[src/design/itoa_pkg.sv]
// ----------------------------------------------------------------------------
// itoa_pkg
// Shared sizes, character codes, payload types and helpers of the integer to
// ASCII formatter.
// ----------------------------------------------------------------------------
`default_nettype none

package itoa_pkg;

  // Sizes
  localparam int VALUE_BITS  = 16;
  localparam int MAX_CHARS   = 17;
  localparam int RADIX_BITS  = 6;
  localparam int WIDTH_BITS  = 5;
  localparam int CHAR_BITS   = 7;
  localparam int RADIX_MIN   = 2;
  localparam int RADIX_MAX   = 36;

  localparam int STACK_DEPTH = VALUE_BITS;
  localparam int DIGIT_BITS  = $clog2(VALUE_BITS + 1);
  localparam int CYC_BITS    = $clog2(VALUE_BITS);
  localparam int CHAR_LIMIT  = (MAX_CHARS > VALUE_BITS + 1) ? MAX_CHARS : VALUE_BITS + 1;
  localparam int CNT_RAW     = $clog2(CHAR_LIMIT + 1);
  localparam int CNT_BITS    = (CNT_RAW > WIDTH_BITS) ? CNT_RAW : WIDTH_BITS;

  // Character codes
  localparam logic [CHAR_BITS-1:0] CH_ZERO   = 7'h30;
  localparam logic [CHAR_BITS-1:0] CH_SPACE  = 7'h20;
  localparam logic [CHAR_BITS-1:0] CH_MINUS  = 7'h2D;
  localparam logic [CHAR_BITS-1:0] ALPHA_GAP = 7'd7;

  // One input transaction
  typedef struct packed {
    logic [VALUE_BITS-1:0] value;
    logic                  signed_mode;
    logic [RADIX_BITS-1:0] radix;
    logic [WIDTH_BITS-1:0] width;
    logic                  zero_pad;
  } itoa_in_t;

  // One output transaction
  typedef struct packed {
    logic [CHAR_BITS-1:0] char_code;
    logic                 last;
  } itoa_out_t;

  // Divider status toward the sequencer
  typedef struct packed {
    logic                  done;
    logic [VALUE_BITS-1:0] quotient;
    logic [RADIX_BITS-1:0] remainder;
  } div_res_t;

  // Digit stack control
  typedef struct packed {
    logic push;
    logic pop;
  } stack_ctl_t;

  // Map a digit value to its ASCII character: 0..9 then A..Z
  function automatic logic [CHAR_BITS-1:0] digit_char(input logic [RADIX_BITS-1:0] d);
    logic [CHAR_BITS-1:0] base;
    base = CH_ZERO + CHAR_BITS'(d);
    if (d >= RADIX_BITS'(10)) begin
      base = base + ALPHA_GAP;
    end
    return base;
  endfunction

endpackage

`default_nettype wire

[src/design/itoa_divider.sv]
// ----------------------------------------------------------------------------
// itoa_divider
// Bit-serial restoring divider: one quotient bit per cycle, dividend shifted
// out at the top while quotient bits shift in at the bottom.
// ----------------------------------------------------------------------------
`default_nettype none

module itoa_divider
  import itoa_pkg::*;
(
  input  wire logic                  clk,
  input  wire logic                  rst,
  input  wire logic                  start,
  input  wire logic [VALUE_BITS-1:0] dividend,
  input  wire logic [RADIX_BITS-1:0] divisor,
  output div_res_t                   res
);

  logic [VALUE_BITS-1:0] quo;
  logic [RADIX_BITS:0]   rem;
  logic [RADIX_BITS-1:0] dvs;
  logic [CYC_BITS-1:0]   cnt;
  logic                  running;
  logic                  done;

  logic [RADIX_BITS:0]   shifted;
  logic                  fits;

  // Bring in the next dividend bit and trial-subtract
  assign shifted = {rem[RADIX_BITS-1:0], quo[VALUE_BITS-1]};
  assign fits    = (shifted >= {1'b0, dvs});

  // Control
  always_ff @(posedge clk) begin
    if (rst) begin
      running <= 1'b0;
      done    <= 1'b0;
      cnt     <= '0;
    end else begin
      done <= 1'b0;
      if (start) begin
        running <= 1'b1;
        cnt     <= '0;
      end else if (running) begin
        cnt <= cnt + CYC_BITS'(1);
        if (cnt == CYC_BITS'(VALUE_BITS - 1)) begin
          running <= 1'b0;
          done    <= 1'b1;
        end
      end
    end
  end

  // Datapath
  always_ff @(posedge clk) begin
    if (start) begin
      quo <= dividend;
      rem <= '0;
      dvs <= divisor;
    end else if (running) begin
      quo <= {quo[VALUE_BITS-2:0], fits};
      rem <= fits ? (shifted - {1'b0, dvs}) : shifted;
    end
  end

  assign res.done      = done;
  assign res.quotient  = quo;
  assign res.remainder = rem[RADIX_BITS-1:0];

  // Remainder of a finished division stays below the divisor
  a_rem_below: assert property (@(posedge clk) disable iff (rst)
    done |-> (rem < {1'b0, dvs}))
    else $error("divider remainder not below divisor");

endmodule

`default_nettype wire

[src/design/itoa_digit_stack.sv]
// ----------------------------------------------------------------------------
// itoa_digit_stack
// Last-in first-out shift register of digit characters. Digits arrive least
// significant first and leave most significant first.
// ----------------------------------------------------------------------------
`default_nettype none

module itoa_digit_stack
  import itoa_pkg::*;
(
  input  wire logic                 clk,
  input  wire stack_ctl_t           ctl,
  input  wire logic [CHAR_BITS-1:0] push_char,
  output logic      [CHAR_BITS-1:0] top_char
);

  logic [CHAR_BITS-1:0] entry [STACK_DEPTH];

  // Push shifts everything down one place; pop shifts it back up
  always_ff @(posedge clk) begin
    if (ctl.push) begin
      entry[0] <= push_char;
      for (int i = 1; i < STACK_DEPTH; i++) begin
        entry[i] <= entry[i-1];
      end
    end else if (ctl.pop) begin
      for (int i = 0; i < STACK_DEPTH - 1; i++) begin
        entry[i] <= entry[i+1];
      end
    end
  end

  assign top_char = entry[0];

endmodule

`default_nettype wire

[src/design/integer_to_ascii_formatter.sv]
// ----------------------------------------------------------------------------
// integer_to_ascii_formatter
// Formats one value as ASCII characters in radix 2..36, with optional sign
// and left padding, one character per strobe.
// ----------------------------------------------------------------------------
// A transaction is taken when start is high and busy is low. Each digit
// comes from one full division in the bit-serial divider. Characters leave
// leftmost first, one per cycle, each on result for a single cycle with
// strobe high; result.last marks the final one. The receiver cannot stall,
// so it must take every strobe. busy drops when the last character is
// registered, so the next transaction may be taken while that character is
// still on the ports.
// ----------------------------------------------------------------------------
`default_nettype none

module integer_to_ascii_formatter
  import itoa_pkg::*;
(
  input  wire logic     clk,
  input  wire logic     rst,
  input  wire logic     start,
  input  wire itoa_in_t operand,
  output logic          busy,
  output logic          strobe,
  output itoa_out_t     result
);

  typedef enum logic [4:0] {
    S_IDLE  = 5'b00001,
    S_DIV   = 5'b00010,
    S_PAD   = 5'b00100,
    S_SIGN  = 5'b01000,
    S_DIGIT = 5'b10000
  } state_t;

  state_t                state;
  logic                  sgn;
  logic [CHAR_BITS-1:0]  pad_char;
  logic [RADIX_BITS-1:0] radix_q;
  logic [CNT_BITS-1:0]   width_q;
  logic [DIGIT_BITS-1:0] n_digits;
  logic [CNT_BITS-1:0]   pad_cnt;

  logic                  accept;
  logic                  in_neg;
  logic [VALUE_BITS-1:0] in_mag;
  logic [RADIX_BITS-1:0] in_radix;
  logic [CNT_BITS-1:0]   in_width;

  div_res_t              div_res;
  logic                  div_start;
  logic [VALUE_BITS-1:0] div_dividend;
  logic [RADIX_BITS-1:0] div_divisor;
  logic                  digit_done;
  logic                  final_digit;

  stack_ctl_t            stk_ctl;
  logic [CHAR_BITS-1:0]  top_char;

  logic [DIGIT_BITS-1:0] digits_next;
  logic [CNT_BITS-1:0]   body_len;
  logic [CNT_BITS-1:0]   pad_need;

  assign busy   = (state != S_IDLE);
  assign accept = start && !busy;

  // Clamp radix and width, take the magnitude of the value
  always_comb begin
    in_neg = operand.signed_mode && operand.value[VALUE_BITS-1];
    in_mag = in_neg ? (VALUE_BITS'(0) - operand.value) : operand.value;
    if (operand.radix < RADIX_BITS'(RADIX_MIN)) begin
      in_radix = RADIX_BITS'(RADIX_MIN);
    end else if (operand.radix > RADIX_BITS'(RADIX_MAX)) begin
      in_radix = RADIX_BITS'(RADIX_MAX);
    end else begin
      in_radix = operand.radix;
    end
    if (CNT_BITS'(operand.width) > CNT_BITS'(MAX_CHARS)) begin
      in_width = CNT_BITS'(MAX_CHARS);
    end else begin
      in_width = CNT_BITS'(operand.width);
    end
  end

  // Divider feed: first pass from the input, later passes from the quotient
  assign digit_done   = (state == S_DIV) && div_res.done;
  assign final_digit  = (div_res.quotient == '0);
  assign div_start    = accept || (digit_done && !final_digit);
  assign div_dividend = accept ? in_mag : div_res.quotient;
  assign div_divisor  = accept ? in_radix : radix_q;

  // Digit stack control
  assign stk_ctl.push = digit_done;
  assign stk_ctl.pop  = (state == S_DIGIT);

  // Pad length once the digit count is known
  always_comb begin
    digits_next = n_digits + DIGIT_BITS'(1);
    body_len    = CNT_BITS'(digits_next) + CNT_BITS'(sgn);
    pad_need    = (width_q > body_len) ? (width_q - body_len) : '0;
  end

  itoa_divider u_div (
    .clk      (clk),
    .rst      (rst),
    .start    (div_start),
    .dividend (div_dividend),
    .divisor  (div_divisor),
    .res      (div_res)
  );

  itoa_digit_stack u_stack (
    .clk       (clk),
    .ctl       (stk_ctl),
    .push_char (digit_char(div_res.remainder)),
    .top_char  (top_char)
  );

  // Sequencer
  always_ff @(posedge clk) begin
    if (rst) begin
      state  <= S_IDLE;
      strobe <= 1'b0;
    end else begin
      strobe <= 1'b0;
      unique case (state)
        S_IDLE: begin
          if (accept) begin
            state <= S_DIV;
          end
        end
        S_DIV: begin
          if (digit_done && final_digit) begin
            priority if (pad_need != '0) begin
              state <= S_PAD;
            end else if (sgn) begin
              state <= S_SIGN;
            end else begin
              state <= S_DIGIT;
            end
          end
        end
        S_PAD: begin
          strobe <= 1'b1;
          if (pad_cnt == CNT_BITS'(1)) begin
            state <= sgn ? S_SIGN : S_DIGIT;
          end
        end
        S_SIGN: begin
          strobe <= 1'b1;
          state  <= S_DIGIT;
        end
        S_DIGIT: begin
          strobe <= 1'b1;
          if (n_digits == DIGIT_BITS'(1)) begin
            state <= S_IDLE;
          end
        end
        default: begin
          state <= S_IDLE;
        end
      endcase
    end
  end

  // Per-transaction registers and output character
  always_ff @(posedge clk) begin
    if (accept) begin
      sgn      <= in_neg;
      pad_char <= operand.zero_pad ? CH_ZERO : CH_SPACE;
      radix_q  <= in_radix;
      width_q  <= in_width;
      n_digits <= '0;
    end
    if (digit_done) begin
      n_digits <= digits_next;
      pad_cnt  <= pad_need;
    end
    if (state == S_PAD) begin
      pad_cnt            <= pad_cnt - CNT_BITS'(1);
      result.char_code   <= pad_char;
      result.last        <= 1'b0;
    end
    if (state == S_SIGN) begin
      result.char_code <= CH_MINUS;
      result.last      <= 1'b0;
    end
    if (state == S_DIGIT) begin
      n_digits         <= n_digits - DIGIT_BITS'(1);
      result.char_code <= top_char;
      result.last      <= (n_digits == DIGIT_BITS'(1));
    end
  end

  // Nothing follows the final character in the next cycle
  a_gap_after_last: assert property (@(posedge clk) disable iff (rst)
    strobe && result.last |=> !strobe)
    else $error("character strobed right after the final one");

  // A taken transaction makes the block busy
  a_busy_after_take: assert property (@(posedge clk) disable iff (rst)
    accept |=> busy)
    else $error("block not busy after taking a transaction");

  // Digits are left whenever one is to be sent
  a_digits_left: assert property (@(posedge clk) disable iff (rst)
    (state == S_DIGIT) |-> (n_digits != '0))
    else $error("digit output with an empty stack");

endmodule

`default_nettype wire
[config.mk]
export PLATFORM = sky130hd
export DESIGN_NAME = integer_to_ascii_formatter
export DESIGN_NICKNAME = d
export VERILOG_FILES = /design/src/design/itoa_pkg.sv /design/src/design/itoa_divider.sv /design/src/design/itoa_digit_stack.sv /design/src/design/integer_to_ascii_formatter.sv
export SDC_FILE = /design/constraint.sdc
export NUM_CORES = 1
export LEC_CHECK = 0
export BUFFER_PORTS_ARGS = -buffer_cell sky130_fd_sc_hd__buf_2
export CAP_MARGIN = 20
export CELL_PAD_IN_SITES_DETAIL_PLACEMENT = 0
export CELL_PAD_IN_SITES_GLOBAL_PLACEMENT = 1
export CORE_ASPECT_RATIO = 1.75
export CORE_MARGIN = 10
export CORE_UTILIZATION = 49
export CTS_CLUSTER_SIZE = 30
export DETAILED_ROUTE_END_ITERATION = 16
export GPL_TIMING_DRIVEN = 0
export PLACE_DENSITY_LB_ADDON = 0.15
export SLEW_MARGIN = 20
export SYNTH_ARGS = -nofsm -noshare
export SYNTH_HDL_FRONTEND = slang
export SYNTH_SLANG_ARGS = --single-unit
export TNS_END_PERCENT = 1
[constraint.sdc]
create_clock -name clk -period 4.4 [get_ports clk]
set_clock_uncertainty 0.15 [all_clocks]
set_input_delay 0.22 -clock clk [delete_from_list [all_inputs] [get_ports clk]]
set_output_delay 0.22 -clock clk [all_outputs]
set_load 0.01 [all_outputs]
# --- Yosys cells after proc, flatten, opt, wreduce, memory -nomap -nowiden ---
# Memory sizes are Yosys's and may differ from the RTL's.
# Cells that the tools add are included.
totals:
  ff_bits: 77
  latchBits: 0
  ram_bits: 112
  rom_bits: 0
  input_bits: 32
  output_inout_bits: 10
  elab_cells: 133
  n_memories: 1
memory_table:
  columns: ["name", "words", "width", "read_ports", "rd_ports_with_merged_regs", "write_ports", "line_no", "text"]
  rows:
  - ["u_stack.entry", 16, 7, 16, 0, 16, "itoa_digit_stack.sv:17", "logic [CHAR_BITS-1:0] entry [STACK_DEPTH];"]
op_classes:
  n_addsub: 10
  multipliers: 0
  n_div: 0
  magnitude_cmp: 6
  n_eq_ne: 14
  n_shift: 0
  mux: 51
  bitwise_logic: 16
  reduce_logical: 19
op_table:
  columns: ["op", "count"]
  rows:
  - ["two-way mux 7 bit", 16]
  - ["two-way mux 5 bit", 13]
  - ["two-way mux 16 bit", 4]
  - ["case mux 5 bit (5 select lines)", 1]
  - ["two-way mux 6 bit", 4]
  - ["two-way mux 8 bit", 3]
  - ["zero test 16 bit", 1]
  - ["subtractor 1 x 16 -> 16 bit, first input constant", 1]
  - ["equality test 5 x 1 -> 1 bit, second input constant", 3]
  - ["OR 1 bit", 15]
  - ["two-way mux 1 bit", 10]
  - ["subtractor 5 x 1 -> 5 bit, second input constant", 2]
  - ["adder 6 x 6 -> 7 bit, first input constant", 1]
  - ["adder 7 x 3 -> 7 bit, second input constant", 1]
  - [">= comparator 7 x 6 -> 1 bit", 1]
  - [">= comparator 6 x 4 -> 1 bit, second input constant", 1]
  - ["> comparator 6 bit, second input constant", 1]
  - ["< comparator 6 x 2 -> 1 bit, second input constant", 1]
  - ["!= test 2 bit, second input constant", 3]
  - ["nonzero test 3 bit", 2]
  - ["OR reduction 3 bit", 2]
  - ["subtractor 6 bit", 1]
  - ["adder 5 x 1 -> 5 bit", 1]
  - ["adder 5 x 1 -> 5 bit, second input constant", 1]
  - ["20 further kinds", 27]

# --- Depth between registers and ports, before layout ---
logic_depth:
  word_depth: 8
  ltp_mapped: 13
  ltp_nobuf: 13

# --- Hierarchy ---
# From an unflattened synthesis, not the netlist that was laid out.
unflattened:
  cells_unflattened: 709
  hier_area_um2: 9614.2
modules_own_cells:
  columns: ["module", "n_inst", "cells_each", "area_per_inst_um2", "seq_area_each_um2"]
  rows:
  - ["itoa_digit_stack", 1, 238, 5062.4, 3363.2]
  - ["integer_to_ascii_formatter", 1, 332, 2866.5, 991.0]
  - ["itoa_divider", 1, 139, 1685.4, 900.9]

# --- Worst setup path after synthesis ---
# No wires, ideal clock.
synth_path:
  path_type: "reg2reg"
  startpoint: "register state[1]"
  endpoint: "memory u_stack.entry[0][0], enable pin"
  setup_ns: 0.957
  arrival_ns: 2.898
  t_required_ns: 3.293
  setup_slack_ns: 0.395
  stages_incl_launch_ff: 6
  path_buffers: 2
  synth_period_minus_slack_ns: 4.005
  path_cell_list: "dfxtp_1 -> nor3_1 -> nand3b_1 -> clkbuf_1 -> clkbuf_1 -> nand2_1"
synth_rtl:
  columns: ["element", "line_no", "text"]
  rows:
  - ["start: declaration", "integer_to_ascii_formatter.sv:36", "state_t state;"]
  - ["start signal: assignment", "integer_to_ascii_formatter.sv:146", "state <= sgn ? S_SIGN : S_DIGIT;"]
  - ["end: declaration", "itoa_digit_stack.sv:17", null]

# --- Worst setup path in the final report ---
layout_path:
  startpoint: "register n_digits[0]"
  endpoint: "register state[4]"
layout_via:
  elab_chain_len: 8
  elab_cells_between_ends: 12
  cone_classes: "add/sub (3); order compare (1); eq/ne (2); mux (4); reduce/logical (2)"
layout_lines:
  columns: ["element", "line_no", "text"]
  rows:
  - ["start: declaration", "integer_to_ascii_formatter.sv:41", "logic [DIGIT_BITS-1:0] n_digits;"]
  - ["start signal: assignment", "integer_to_ascii_formatter.sv:176", "n_digits <= digits_next;"]
  - ["start signal: assignment", "integer_to_ascii_formatter.sv:189", "n_digits <= n_digits - DIGIT_BITS'(1);"]
  - ["adder 5 x 1 -> 5 bit", "integer_to_ascii_formatter.sv:98", "digits_next = n_digits + DIGIT_BITS'(1);"]
  - ["adder 5 x 1 -> 5 bit", "integer_to_ascii_formatter.sv:99", "body_len = CNT_BITS'(digits_next) + CNT_BITS'(sgn);"]
  - ["subtractor 5 bit / > comparator 5 bit (equally long branches)", "integer_to_ascii_formatter.sv:100", "pad_need = (width_q > body_len) ? (width_q - body_len) : '0;"]
  - ["two-way mux 5 bit", "integer_to_ascii_formatter.sv:100", null]
  - ["nonzero test 5 bit", "integer_to_ascii_formatter.sv:134", "priority if (pad_need != '0) begin"]
  - ["two-way mux 5 bit", "integer_to_ascii_formatter.sv:134", null]
  - ["two-way mux 5 bit", "integer_to_ascii_formatter.sv:133", "if (digit_done && final_digit) begin"]
  - ["case mux 5 bit (5 select lines)", "integer_to_ascii_formatter.sv:126", "unique case (state)"]
# Parallel ways exist; a longest one is shown, timed or not. The select of a mux whose other input is x is not followed.
# A chain may end at the register's enable or synchronous reset.

==> reports/metrics.yaml <==
global_route:
  grt_pass1_vias: 6805
  track_usage_pct: 16.7
  grt_pass1_wl_um: 32400
  antenna_found_initial: 0
  grt_max_degree: 45
  grt_overflow: 0
finish:
  n_fill_cell: 1594
  stdcell_area_sq_um: 10100
  syn2layout_area_growth_pct: 14.9
  n_antenna_cell: 0
  final_nets: 1002
  drive_above_1_share_pct: 10.3
yosys:
  synth.distinct_cells: 56
  syn-instance-count: 867
  dominantRegCellSynth: "edfxtp_1"
  synth-seq-cells: 183
  yosysSeqAreaShare_pct: 59.6
  synthArstFlopShare_pct: 0
  syn_area_sq_um: 8810
  avgSynthCellArea_sq_um: 10.2
  syn_nets: 925
  yosysWarningCount: 0
  synth_edf_count: 159
floorplanning:
  die_h_um: 197
  dieArea_sq_um: 24000
  die_w_um: 121
  core_area_sq_um: 17600
  io_pins: 42
  num_rows: 64
  start_util_pct: 50.0
worst_setup_path:
  critPathTopFamily: "compound AO/OA/AOI/OAI gates"
  end_kind: "flip-flop"
  crit_cells: 10
  path_cells: "inv_1, ha_1, ha_1, fa_1, nand2b_1, a21oi_1, xor2_1, o41ai_1, a21boi_0, o31ai_1"
  cp.buffers_inverters: 1
  cp.required_ps: 4600
  worstPathArrival_ps: 3860
  crit_top_cell: "ha_1"
  crit_type: "flip-flop to flip-flop"
  critPathMaxFanout: 9
  max_stage_delay_ps: 690
  cp_slowest_cell: "o41ai_1"
  critPathLaunchType: "flip-flop"
  ff2ff_path_depth: 10
clocking:
  cts_buffers: 17
  cts_hold_buf: 15
  postCtsSetupBuffers: 0
  path_clk_slew_ps: 70
  cts_tree: "yes"
  clock-sinks: 183
  cts.path.max_buffers: 2
  clkLatencyLatePin_ps: 430
  cts_resized: 0
  cts_max_level: 4
  cts_root_buf: "clkbuf_16"
sta:
  rsz0062_at_grt: "no"
  worst_slew_pin_slew_ps: 746
  hold_ws_ps: 15.7
  max-slew-margin-rel_pct: 49.6
  final-hold-violation-count: 0
  fin_crit_ps: 3660
  slew_violations: 0
  fmax_mhz: 273
  final.setup.tns_ps: 0
  setup_viol: 0
  finalCritPeriodShare_pct: 83.3
route:
  dr.pass1.iters: 5
  avgViaCountPerCell: 5.38
  ant_nets: 0
  drt_iter0_markers: 311
  wl_um: 19500
  vias: 6390
  drc: 0
  wl_per_cell_um: 16.4
outcome:
  status: "finished, final reports clean"
place:
  placed_area_sq_um: 9360
  hpwl_um: 14400
  gp_congestion: 0.814
  port_buffers: 41
hold_path:
  holdCritPathClass: "input pin to flip-flop"
  min_path_cells: 3
job:
  cap_violations: 0
power_and_ir_drop:
  p_leak_nw: 3.99
  p_total_mw: 4.51
  irDropWorstVdd_v: 0.000272
  p_per_area_nw_per_um2: 445
worst register-to-register path, delay by kind of cell (launching register included):
kind	cells	cell delay (ps)
AO/OA/AOI/OAI	4	1350
adder cells (fa/ha/maj)	3	1180
flip-flops	1	530
AND/OR/NAND/NOR	1	160
buffers and inverters	1	110
XOR/XNOR	1	110
layout make-up:
type | instances | area (sq um) | share of cell area (%)
flip-flops and latches | 183 | 5260 | 51.9
multi-input cells | 617 | 3270 | 32.3
clock buffers | 18 | 429 | 4.24
repair buffers | 58 | 395 | 3.90
well taps | 231 | 289 | 2.85
clock inverters | 14 | 196 | 1.94
plain buffers | 39 | 190 | 1.88
inverters | 28 | 105 | 1.04
sequential cells by signal (all words and copies together) (netlist names), 4 cells and up:
signal and cells:
u_stack.entry 112, u_div.quo 16, u_div.rem 6, result 8
state 5, radix_q 6, width_q 5, u_div.cnt 4
u_div.dvs 6, n_digits 5, pad_cnt 5
metrics by stage:
| stage | std cells | util (%) | worst slack (ps) |
|---|---|---|---|
| floorplan | 867 | - | 395 |
| global placement | 1139 | 52.8 | -1120 |
| detailed placement | 1141 | 53.1 | 715 |
| CTS | 1188 | 57.5 | 703 |
| global route | 1188 | 57.5 | 537 |
| finish | 1188 | 57.5 | 735 |
cells in the final DEF (no fill, tap or decap), drive strengths merged, types with 6 or more instances in the layout:
| cell type | instances |
|---|---|
| nand2b | 9 |
| nand2 | 346 |
| o21ai | 41 |
| nor4 | 6 |
| edfxtp | 159 |
| inv | 32 |
| buf | 58 |
| xor2 | 20 |
| nand3b | 8 |
| nand3 | 10 |
| a21oi | 27 |
| nor3 | 11 |
| dlygate4sd3 | 15 |
| o31ai | 12 |
| dfxtp | 24 |
| nor2 | 22 |
| clkbuf | 42 |
| xnor2 | 16 |
| ha | 24 |
path summary, 6_finish.rpt:
check                                 start       endpoint  slack [ps]
worst max-delay path            n_digits[0]       state[4]         740
worst min-delay path            operand[27]  u_div.quo[14]          20
worst max register to register  n_digits[0]       state[4]         740
worst min register to register   radix_q[0]     radix_q[0]         300
power by group:
part           total [mW]  internal, mW  leakage (nW)  switching [mW]
Clock                1.63         0.958         0.295           0.669
Combinational       0.789         0.341          2.16           0.447
Sequential           2.09          2.02          1.53          0.0772
Total                4.51          3.32          3.99            1.19
layer usage:
layer  track usage, %  share of wire, %  up-vias  wire, um
li1                 -                 -     3134         -
met1             17.4                39     3111      7540
met2             32.0                56      118     10900
met3             2.75               2.7       27       534
met4             6.70               2.6        0       511
met5                0                 0        -         0
kinds of logic after synthesis:
group	Yosys count	share of synthesized area (%)
and+or+nand+nor	436	21.0
DFF	183	59.6
AOI/OAI and AO/OA	111	7.68
buffers and inverters	67	3.35
xor gates and xnor gates	36	3.58
adders and majority gates	27	3.98
muxes	7	0.838
cell usage after synthesis (4+ instances only):
master,n,share of area [%]
nand3_1,10,0.57
o41ai_1,4,0.40
nand2_1,345,15
o211ai_1,4,0.34
nand2b_1,9,0.64
xnor2_1,16,1.6
nor2b_1,4,0.28
o21a_1,4,0.34
nand3b_1,8,0.68
mux2i_1,4,0.45
o21ai_0,25,1.4
o31ai_1,12,1.0
dfxtp_1,24,5.5
and2_1,4,0.28
inv_1,26,1.1
ha_1,24,3.4
clkbuf_1,24,1.0
edfxtp_1,159,54
nor3_1,9,0.51
a21oi_1,27,1.5
buf_2,8,0.45
nor4_1,6,0.43
nor2_1,21,0.89
o21ai_1,16,0.91
xor2_1,20,2.0
Power figures use the tool's default switching activity.
